==> src/rtl/core/crcfr_pkg.sv <==
// Shared types, constants and the CRC-32 byte update for the frame receiver.
package crcfr_pkg;

  // Frame framing bytes and limits.
  localparam logic [7:0]  HDR0          = 8'hAA;
  localparam logic [7:0]  HDR1          = 8'h55;
  localparam logic [7:0]  TAIL0         = 8'hFE;
  localparam logic [7:0]  TAIL1         = 8'hEF;
  localparam logic [15:0] MIN_FRAME_LEN = 16'd18;
  localparam logic [15:0] MAX_FRAME_LEN = 16'd2048;

  // Offsets from the total length that mark the end of the argument bytes and the end of the
  // received CRC, which is also the first tail byte; then the count of header field bytes.
  localparam logic [15:0] CRC_END_OFS   = 16'd10;
  localparam logic [15:0] RCRC_END_OFS  = 16'd6;
  localparam logic [15:0] HDR_BYTES     = 16'd8;

  // Reflected CRC-32 constants.
  localparam logic [31:0] CRC_POLY_REFL = 32'hEDB88320;
  localparam logic [31:0] CRC_ALL_ONES  = 32'hFFFFFFFF;

  localparam int unsigned POS_W    = 16;
  localparam int unsigned ARGLEN_W = 11;

  typedef enum logic [2:0] {
    ST_HUNT0 = 3'd0,
    ST_HUNT1 = 3'd1,
    ST_LENH  = 3'd2,
    ST_LENL  = 3'd3,
    ST_BODY  = 3'd4
  } sync_state_t;

  typedef enum logic {
    KIND_PAYLOAD = 1'b0,
    KIND_END     = 1'b1
  } result_kind_t;

  typedef enum logic [1:0] {
    STAT_GOOD     = 2'd0,
    STAT_TAIL_ERR = 2'd1,
    STAT_CRC_ERR  = 2'd2
  } frame_status_t;

  // One result beat as it travels from the parser to the output queue.
  typedef struct packed {
    result_kind_t          kind;
    logic [7:0]            payload_byte;
    frame_status_t         status;
    logic [7:0]            version;
    logic [15:0]           frame_type;
    logic [15:0]           sequence_res;
    logic [7:0]            channel;
    logic [15:0]           command;
    logic [ARGLEN_W-1:0]   arg_length;
  } result_t;

  // One byte through the reflected CRC-32, LSB first.
  function automatic logic [31:0] crc32_byte(input logic [31:0] crc, input logic [7:0] b);
    logic [31:0] x;
    x = crc ^ {24'd0, b};
    for (int k = 0; k < 8; k++) begin
      x = x[0] ? ((x >> 1) ^ CRC_POLY_REFL) : (x >> 1);
    end
    return x;
  endfunction

endpackage

==> src/rtl/core/crc32_frame_receiver.sv <==
// Top level of the byte-serial frame receiver with CRC-32 check.
// Takes one received byte per cycle, back to back, while in_stall is low, and gives at
// most one result beat per byte: each argument byte as a payload beat, and one frame-end
// beat with the verdict and header fields on the last tail byte. A result is registered in
// the output queue before it appears on the out_ port; the combinational CRC-32 byte update
// in the parser sets the critical path. A two-entry output queue lets input continue
// while a result waits; in_stall rises only when both entries are held by a stalled output.
// Lengths outside 18 to MAX_LEN bytes (2048 by default), and a bad second header byte, drop
// back to the header hunt silently.
module crc32_frame_receiver #(
  parameter logic [15:0] MAX_LEN = crcfr_pkg::MAX_FRAME_LEN
) (
  input  logic        clk,
  input  logic        rst_n,
  input  logic        in_valid,
  output logic        in_stall,
  input  logic [7:0]  in_rx_byte,
  output logic        out_valid,
  input  logic        out_stall,
  output logic        out_result_kind,
  output logic [7:0]  out_payload_byte,
  output logic [1:0]  out_frame_status,
  output logic [7:0]  out_version,
  output logic [15:0] out_frame_type,
  output logic [15:0] out_sequence_res,
  output logic [7:0]  out_channel,
  output logic [15:0] out_command,
  output logic [10:0] out_arg_length
);
  import crcfr_pkg::*;

  logic    beat_acc;
  logic    res_valid;
  result_t res;
  result_t out_data;
  logic    q_full;

  assign in_stall = q_full;
  assign beat_acc = in_valid && !q_full;

  crcfr_parser #(
    .MAX_LEN (MAX_LEN)
  ) u_parser (
    .clk       (clk),
    .rst_n     (rst_n),
    .beat_acc  (beat_acc),
    .rx_byte   (in_rx_byte),
    .res_valid (res_valid),
    .res       (res)
  );

  crcfr_outq u_outq (
    .clk        (clk),
    .rst_n      (rst_n),
    .push_valid (res_valid),
    .push_data  (res),
    .full       (q_full),
    .out_valid  (out_valid),
    .out_stall  (out_stall),
    .out_data   (out_data)
  );

  // Unpack the result beat onto the output ports.
  assign out_result_kind  = out_data.kind;
  assign out_payload_byte = out_data.payload_byte;
  assign out_frame_status = out_data.status;
  assign out_version      = out_data.version;
  assign out_frame_type   = out_data.frame_type;
  assign out_sequence_res = out_data.sequence_res;
  assign out_channel      = out_data.channel;
  assign out_command      = out_data.command;
  assign out_arg_length   = out_data.arg_length;

endmodule

==> src/rtl/core/crcfr_parser.sv <==
// Frame sync state machine, field capture and running CRC-32 check.
module crcfr_parser #(
  parameter logic [15:0] MAX_LEN = crcfr_pkg::MAX_FRAME_LEN
) (
  input  logic              clk,
  input  logic              rst_n,
  input  logic              beat_acc,
  input  logic [7:0]        rx_byte,
  output logic              res_valid,
  output crcfr_pkg::result_t res
);
  import crcfr_pkg::*;

  sync_state_t   state_r, state_nxt;
  logic [15:0]   len_r, len_nxt;
  logic [POS_W-1:0] pos_r, pos_nxt;
  logic [31:0]   crc_r, crc_nxt;
  logic [31:0]   rcrc_r, rcrc_nxt;
  logic [7:0]    tail0_r, tail0_nxt;
  logic [63:0]   hdr_r, hdr_nxt;

  logic [31:0]   crc_upd;
  logic [15:0]   len_full;
  logic [15:0]   arg_len16;
  logic          in_crc, in_hdr, in_rcrc, at_tail0;
  frame_status_t status;

  // CRC of the current byte; a first header byte restarts from all ones.
  assign crc_upd   = crc32_byte((state_r == ST_HUNT0) ? CRC_ALL_ONES : crc_r, rx_byte);
  assign len_full  = {len_r[15:8], rx_byte};
  assign arg_len16 = len_r - MIN_FRAME_LEN;

  // Where the current body byte falls inside the frame.
  assign in_hdr   = pos_r < HDR_BYTES;
  assign in_crc   = pos_r < (len_r - CRC_END_OFS);
  assign in_rcrc  = pos_r < (len_r - RCRC_END_OFS);
  assign at_tail0 = pos_r == (len_r - RCRC_END_OFS);

  // Verdict at the last byte; a bad tail outranks a bad CRC.
  always_comb begin
    if (tail0_r != TAIL0 || rx_byte != TAIL1) begin
      status = STAT_TAIL_ERR;
    end else if ((crc_r ^ CRC_ALL_ONES) != rcrc_r) begin
      status = STAT_CRC_ERR;
    end else begin
      status = STAT_GOOD;
    end
  end

  // Next state and result for one accepted beat.
  always_comb begin
    state_nxt = state_r;
    len_nxt   = len_r;
    pos_nxt   = pos_r;
    crc_nxt   = crc_r;
    rcrc_nxt  = rcrc_r;
    tail0_nxt = tail0_r;
    hdr_nxt   = hdr_r;
    res_valid = 1'b0;
    res       = '0;

    if (beat_acc) begin
      unique case (state_r)
        ST_HUNT0: begin
          if (rx_byte == HDR0) begin
            crc_nxt   = crc_upd;
            state_nxt = ST_HUNT1;
          end
        end
        ST_HUNT1: begin
          if (rx_byte == HDR1) begin
            crc_nxt   = crc_upd;
            state_nxt = ST_LENH;
          end else begin
            state_nxt = ST_HUNT0;
          end
        end
        ST_LENH: begin
          crc_nxt   = crc_upd;
          len_nxt   = {rx_byte, 8'd0};
          state_nxt = ST_LENL;
        end
        ST_LENL: begin
          crc_nxt = crc_upd;
          len_nxt = len_full;
          if (len_full < MIN_FRAME_LEN || len_full > MAX_LEN) begin
            state_nxt = ST_HUNT0;
          end else begin
            pos_nxt   = '0;
            rcrc_nxt  = '0;
            tail0_nxt = '0;
            hdr_nxt   = '0;
            state_nxt = ST_BODY;
          end
        end
        ST_BODY: begin
          pos_nxt = pos_r + POS_W'(1);
          if (in_crc) begin
            crc_nxt = crc_upd;
          end
          priority if (in_hdr) begin
            hdr_nxt = {hdr_r[55:0], rx_byte};
          end else if (in_crc) begin
            res_valid        = 1'b1;
            res.kind         = KIND_PAYLOAD;
            res.payload_byte = rx_byte;
          end else if (in_rcrc) begin
            rcrc_nxt = {rcrc_r[23:0], rx_byte};
          end else if (at_tail0) begin
            tail0_nxt = rx_byte;
          end else begin
            res_valid        = 1'b1;
            res.kind         = KIND_END;
            res.status       = status;
            res.version      = hdr_r[63:56];
            res.frame_type   = hdr_r[55:40];
            res.sequence_res = hdr_r[39:24];
            res.channel      = hdr_r[23:16];
            res.command      = hdr_r[15:0];
            res.arg_length   = arg_len16[ARGLEN_W-1:0];
            state_nxt        = ST_HUNT0;
          end
        end
        default: begin
          state_nxt = ST_HUNT0;
        end
      endcase
    end
  end

  // State registers.
  always_ff @(posedge clk) begin
    if (!rst_n) begin
      state_r <= ST_HUNT0;
      len_r   <= '0;
      pos_r   <= '0;
      crc_r   <= CRC_ALL_ONES;
      rcrc_r  <= '0;
      tail0_r <= '0;
      hdr_r   <= '0;
    end else begin
      state_r <= state_nxt;
      len_r   <= len_nxt;
      pos_r   <= pos_nxt;
      crc_r   <= crc_nxt;
      rcrc_r  <= rcrc_nxt;
      tail0_r <= tail0_nxt;
      hdr_r   <= hdr_nxt;
    end
  end

`ifndef SYNTH
  // Results only come out of the frame body.
  a_res_in_body: assert property (@(posedge clk) disable iff (!rst_n)
    res_valid |-> state_r == ST_BODY)
    else $error("result outside frame body");

  // A frame-end beat always returns the parser to the hunt.
  a_end_to_hunt: assert property (@(posedge clk) disable iff (!rst_n)
    (res_valid && res.kind == KIND_END) |=> state_r == ST_HUNT0)
    else $error("no return to hunt after frame end");

  // The body position never runs past the last tail byte.
  a_pos_bound: assert property (@(posedge clk) disable iff (!rst_n)
    state_r == ST_BODY |-> pos_r <= len_r - 16'd5)
    else $error("body position past frame end");
`endif

endmodule

==> src/rtl/core/crcfr_outq.sv <==
// Output register with a skid stage for result beats.
module crcfr_outq (
  input  logic               clk,
  input  logic               rst_n,
  input  logic               push_valid,
  input  crcfr_pkg::result_t push_data,
  output logic               full,
  output logic               out_valid,
  input  logic               out_stall,
  output crcfr_pkg::result_t out_data
);
  import crcfr_pkg::*;

  logic    out_valid_r, out_valid_nxt;
  logic    skd_valid_r, skd_valid_nxt;
  result_t out_r, out_nxt;
  result_t skd_r, skd_nxt;
  logic    out_take;

  assign out_take  = out_valid_r && !out_stall;
  assign out_valid = out_valid_r;
  assign out_data  = out_r;
  assign full      = skd_valid_r;

  // Refill the output register from the skid stage first, then from the parser.
  always_comb begin
    out_valid_nxt = out_valid_r;
    skd_valid_nxt = skd_valid_r;
    out_nxt       = out_r;
    skd_nxt       = skd_r;
    if (skd_valid_r) begin
      if (out_take) begin
        out_nxt       = skd_r;
        skd_valid_nxt = 1'b0;
      end
    end else if (!out_valid_r || out_take) begin
      out_valid_nxt = push_valid;
      out_nxt       = push_data;
    end else if (push_valid) begin
      skd_valid_nxt = 1'b1;
      skd_nxt       = push_data;
    end
  end

  // Valid flags take reset; data registers do not.
  always_ff @(posedge clk) begin
    if (!rst_n) begin
      out_valid_r <= 1'b0;
      skd_valid_r <= 1'b0;
    end else begin
      out_valid_r <= out_valid_nxt;
      skd_valid_r <= skd_valid_nxt;
    end
  end

  always_ff @(posedge clk) begin
    out_r <= out_nxt;
    skd_r <= skd_nxt;
  end

`ifndef SYNTH
  // The skid stage is only ever occupied behind a full output register.
  a_skid_behind_out: assert property (@(posedge clk) disable iff (!rst_n)
    skd_valid_r |-> out_valid_r)
    else $error("skid holds a beat while output is empty");

  // No beat may arrive while the skid stage is occupied.
  a_no_push_full: assert property (@(posedge clk) disable iff (!rst_n)
    push_valid |-> !skd_valid_r)
    else $error("beat pushed into full queue");
`endif

endmodule

==> config.mk <==
export PLATFORM = sky130hd
export DESIGN_NAME = crc32_frame_receiver
export DESIGN_NICKNAME = d
export VERILOG_FILES = /design/src/rtl/core/crcfr_pkg.sv /design/src/rtl/core/crc32_frame_receiver.sv /design/src/rtl/core/crcfr_parser.sv /design/src/rtl/core/crcfr_outq.sv
export SDC_FILE = /design/constraint.sdc
export NUM_CORES = 1
export LEC_CHECK = 0
export BUFFER_PORTS_ARGS = -buffer_cell sky130_fd_sc_hd__buf_2
export CORE_ASPECT_RATIO = 1.5
export CORE_UTILIZATION = 60
export CTS_BUF_LIST = sky130_fd_sc_hd__clkbuf_16
export DETAILED_ROUTE_END_ITERATION = 10
export PLACE_DENSITY = 0.79
export SKIP_LAST_GASP = 1
export SLEW_MARGIN = 20
export SYNTH_ARGS = -nofsm -noshare
export SYNTH_HDL_FRONTEND = slang
export SYNTH_HIERARCHICAL = 1
export SYNTH_SLANG_ARGS = --single-unit
==> constraint.sdc <==
create_clock -name clk -period 10.8 [get_ports clk]
set_input_delay 1.08 -clock clk [delete_from_list [all_inputs] [get_ports clk]]
set_output_delay 1.08 -clock clk [all_outputs]
set_load 0.02 [all_outputs]
==> impl_results.md <==
* Average detailed-routed wire length per instance at 19.2 um
* Std cell rows at 74
* Latest clock arrival within the worst-skew pair at 0.57 ns
* Weighted congestion at the end of routability-driven global placement at 0.938
* Worst max-slew margin expressed relative to the limit at 31.4%
* Number of synthesized flops with an enable pin at 172
* Sum of internal, switching and leakage power at 2.54 mW
* Total of buffers placed on input and output ports at 99
* Non-filler cells in the finished layout at 1925
* Core utilization of the finished layout at 67.0%
* Arrival time worst endpoint at 5.08 ns
* Sum of negative setup slack at 0 ns
* Number of H-tree levels at 1
* Setup bufs post-CTS at 0
* Sequential area share after synthesis at 51.1%
* Worst-path cell with the longest stage delay: sky130_fd_sc_hd__buf_6
* Number of clock sinks at 345
* Metal2 WL at 18.6 mm
* Maximum fanout count along the critical path at 86
* Detail Route Antenna Nets at 0
* Post-DP HPWL at 24.4 mm
* Root Buffer Master: sky130_fd_sc_hd__clkbuf_16
* X dimension of the die at 139 um
* Maximum clock path buffer count at 3
* Net count after synthesis at 1564
* Worst setup path class: flop to flop
* Switching pwr at 0.527 mW
* Slowest stage delay, CP at 0.58 ns
* Placed Instances at 1868
* DRC violation count after routing at 18
* Syn avg cell area at 11.1 sq um
* Internal Pwr Total at 2.01 mW
* Flip-flop and latch count after synthesis at 345
* Element type at the critical path end: flop
* Clock-pin slew reported for the worst setup and hold paths after clock tree synthesis at 0.07 ns
* Vias after detailed routing at 11300
* Dominant register cell in the synthesized netlist: sky130_fd_sc_hd__dfxtp_1
* Routed metal-1 wire length at 14.7 mm
* Synth Instances at 1519
* Slew at the pin closest to its max-slew limit at 1.03 ns
* Global-route usage over all layers at 25.8%
* Slew Viols, Final at 0
* Final worst path period need at 4.89 ns
* Hold Fails Final Rpt at 0
* Worst supply voltage drop on vdd at 114 uV
* Iter 0 DRT Violations at 887
* Worst hold slack across all endpoints at 0.450 ns
* Fraction of layout cells with a size suffix above 1 at 17.1%
* Sequential cell fraction of total power at 53.7%
* Hold Path Class: flop to flop
* Number of hold buffers added after cts at 0
* Pin count of the biggest net entering global routing at 89
* Total power divided by cell area at 138 mW/mm^2
* Number of resized instances in the post-cts repair step at 0
* Maximum capacitance violations at 0
* Top-level I/O count at 100
* Number of antenna violations at the first check in global routing at 1
* Die span in y at 207 um
* Fraction of registers with async set or reset after synthesis at 0%
* Synthesis-to-finish area growth at 8.72%
* Grt ovf at 0
* Synth cell types at 71
* Number of nets in the final layout at 1604
* PnR worst setup slack at 5.91 ns
* Post-detailed-placement cell area at 0.0173 sq mm
* Logic pwr share at 3.6%
* Die Footprint at 0.0288 sq mm
* Violations in the final reports: design-rule violations
* Maximum frequency from static timing analysis at 205 MHz
* Switching power share of the total at 20.8%
* Highest routing layer actually used: met4
* Via/cell ratio at 5.89
* Worst-case setup slack after placement at 5.80 ns
* Number of detailed-routing iterations run before antenna repair at 8
* Cell area after synthesis at 0.0169 sq mm
* Wire length of the first global-routing pass at 59.0 mm
* Number of global-route vias before repair at 11200
* Leakage dissipation at 7.24 nW
* Effective utilization at floorplan at 61.6%
* Area of the core at 0.0274 sq mm
* Non-Filler Cell Area, Final at 0.0184 sq mm
* Final number of setup-violating endpoints at 0
* Data required time at the worst endpoint at 10.99 ns
* CTS buffer count at 31
* Status: finished with violations
* Crit-path cells: a21oi_1 -> nor3b_1 -> nand2_1 -> nor3_1 -> nand2_1 -> xor2_1 -> ha_1 -> and4_1 -> nand4_1 -> a21oi_1 -> o31ai_1 -> nor2b_1 -> nor3_1 -> nand2b_4 -> nor2_4 -> buf_6
* Number of warnings reported in the yosys synthesis log at 6
* RSZ-0062 raised after global routing: false
* Clk pwr share at 42.7%
* Wire length on met3 at 1.89 mm
* Critical Path Source Type: flop
* Clock tree skew after final layout at 0.0125 ns
* Share of the clock period used by the worst path at 45.2%
* CTS tree: built
* Total of fill cells in the finished design at 2078
* Routed WL at 36.9 mm
==> routing by layer <==
layer | global-route usage [%] | vias to the layer above
li1 | - | 5422
met1 | 31.1 | 5444
met2 | 45.5 | 374
met3 | 3.23 | 96
met4 | 12.8 | 0
met5 | 0 | -
==> synth_stat cells, types with 22 or more instances <==
| master | n | share of area, % |
|---|---|---|
| sky130_fd_sc_hd__and2_1 | 80 | 3.0 |
| sky130_fd_sc_hd__ha_1 | 33 | 2.4 |
| sky130_fd_sc_hd__mux2i_1 | 41 | 2.4 |
| sky130_fd_sc_hd__buf_2 | 22 | 0.65 |
| sky130_fd_sc_hd__nand2_1 | 184 | 4.1 |
| sky130_fd_sc_hd__nor2_1 | 80 | 1.8 |
| sky130_fd_sc_hd__xor2_1 | 72 | 3.7 |
| sky130_fd_sc_hd__o211ai_1 | 26 | 1.2 |
| sky130_fd_sc_hd__nand3_1 | 85 | 2.5 |
| sky130_fd_sc_hd__edfxtp_1 | 172 | 31 |
| sky130_fd_sc_hd__mux2_4 | 86 | 7.6 |
| sky130_fd_sc_hd__o21ai_0 | 44 | 1.3 |
| sky130_fd_sc_hd__clkbuf_1 | 64 | 1.4 |
| sky130_fd_sc_hd__a21oi_1 | 92 | 2.7 |
| sky130_fd_sc_hd__dfxtp_1 | 173 | 21 |
| sky130_fd_sc_hd__xnor2_1 | 82 | 4.3 |
==> state kept, by name (all words and copies together) (netlist names) <==
name / count
u_outq/out_data: 86
u_outq/skd_r: 86
u_parser/hdr_r: 64
u_parser/crc_r: 32
u_parser/rcrc_r: 32
u_parser/len_r: 16
u_parser/pos_r: 16
u_parser/tail0_r: 8
u_parser/state_r: 3
u_outq/full: 1
u_outq/out_valid: 1
==> final timing paths <==
path | from | endpoint | slack, ns | cells past startpoint
hold / removal | u_parser/hdr_r[61] | u_parser/hdr_r[61] | 0.45 | 2
hold reg to reg | u_parser/hdr_r[61] | u_parser/hdr_r[61] | 0.45 | 2
setup / recovery | u_parser/len_r[3] | u_outq/skd_r[10] | 5.91 | 16
setup reg to reg | u_parser/len_r[3] | u_outq/skd_r[10] | 5.91 | 16
==> cell usage in the layout (no fill, tap or decap), types with 3 or more instances in the layout <==
cell type,count
sky130_fd_sc_hd__nand2_1,184
sky130_fd_sc_hd__edfxtp_1,172
sky130_fd_sc_hd__dfxtp_1,172
sky130_fd_sc_hd__buf_2,99
sky130_fd_sc_hd__a21oi_1,92
sky130_fd_sc_hd__mux2_4,86
sky130_fd_sc_hd__nand3_1,85
sky130_fd_sc_hd__xnor2_1,82
sky130_fd_sc_hd__and2_1,80
sky130_fd_sc_hd__nor2_1,78
sky130_fd_sc_hd__xor2_1,72
sky130_fd_sc_hd__o21ai_0,43
sky130_fd_sc_hd__mux2i_1,40
sky130_fd_sc_hd__clkbuf_16,34
sky130_fd_sc_hd__ha_1,33
sky130_fd_sc_hd__o211ai_1,26
sky130_fd_sc_hd__inv_1,17
sky130_fd_sc_hd__nor3_1,17
sky130_fd_sc_hd__nand4_1,17
sky130_fd_sc_hd__buf_4,13
sky130_fd_sc_hd__nor4_1,13
sky130_fd_sc_hd__a22oi_1,10
sky130_fd_sc_hd__and3_1,9
sky130_fd_sc_hd__xnor3_1,9
sky130_fd_sc_hd__nor2b_1,8
sky130_fd_sc_hd__clkinv_1,7
sky130_fd_sc_hd__nor3b_2,4
sky130_fd_sc_hd__and4_1,4
sky130_fd_sc_hd__o31a_1,4
sky130_fd_sc_hd__o21a_1,3
sky130_fd_sc_hd__nor3b_1,3
sky130_fd_sc_hd__a211oi_1,3
sky130_fd_sc_hd__a31oi_1,3
sky130_fd_sc_hd__o311ai_0,3
sky130_fd_sc_hd__nor4b_2,3
==> power groups by stage <==
stage,clock network (mW),logic [mW],registers [mW]
6_report,1.08,0.0919,1.36
5_1_grt,1.16,0.0982,1.36
2_1_floorplan,0,0.0718,1.39
3_5_place_dp,0,0.0909,1.39
3_3_place_gp,0,0.0905,1.39
4_1_cts,1.10,0.0914,1.36
==> cell families (layout without fill, tap and decap cells) <==
group           count (synthesis)  after routing  synth area share [%]
compound gates                209            209                  7.52
xor+xnor                      165            165                  9.38
fa+ha+maj                      33             33                  2.45
buf+inv                       116            179                  3.88
flops                         345            345                  51.1
mux                           127            127                  10.1
other cells                     0              1                     0
simple gates                  524            524                  15.6
==> layout make-up <==
cell class / instances / area (sq um) / area share (%)
clock buffers: 34 / 851 / 4.64
flip-flops and latches: 345 / 8630 / 47.0
clock inverters: 22 / 149 / 0.811
repair buffers: 113 / 604 / 3.29
inverters: 10 / 37.5 / 0.205
diodes: 1 / 2.50 / 0.0136
multi-input cells: 1058 / 7650 / 41.7
well taps: 342 / 428 / 2.33
==> critical path: cells and delay by family (launching register included) <==
family / cells / cell delay (ns)
and+or+nand+nor: 10 / 2.21
AOI/OAI and AO/OA: 3 / 0.74
buffers and inverters: 1 / 0.58
DFF: 1 / 0.41
adders and majority gates: 1 / 0.29
xor gates and xnor gates: 1 / 0.16
Power figures use the tool's default switching activity.
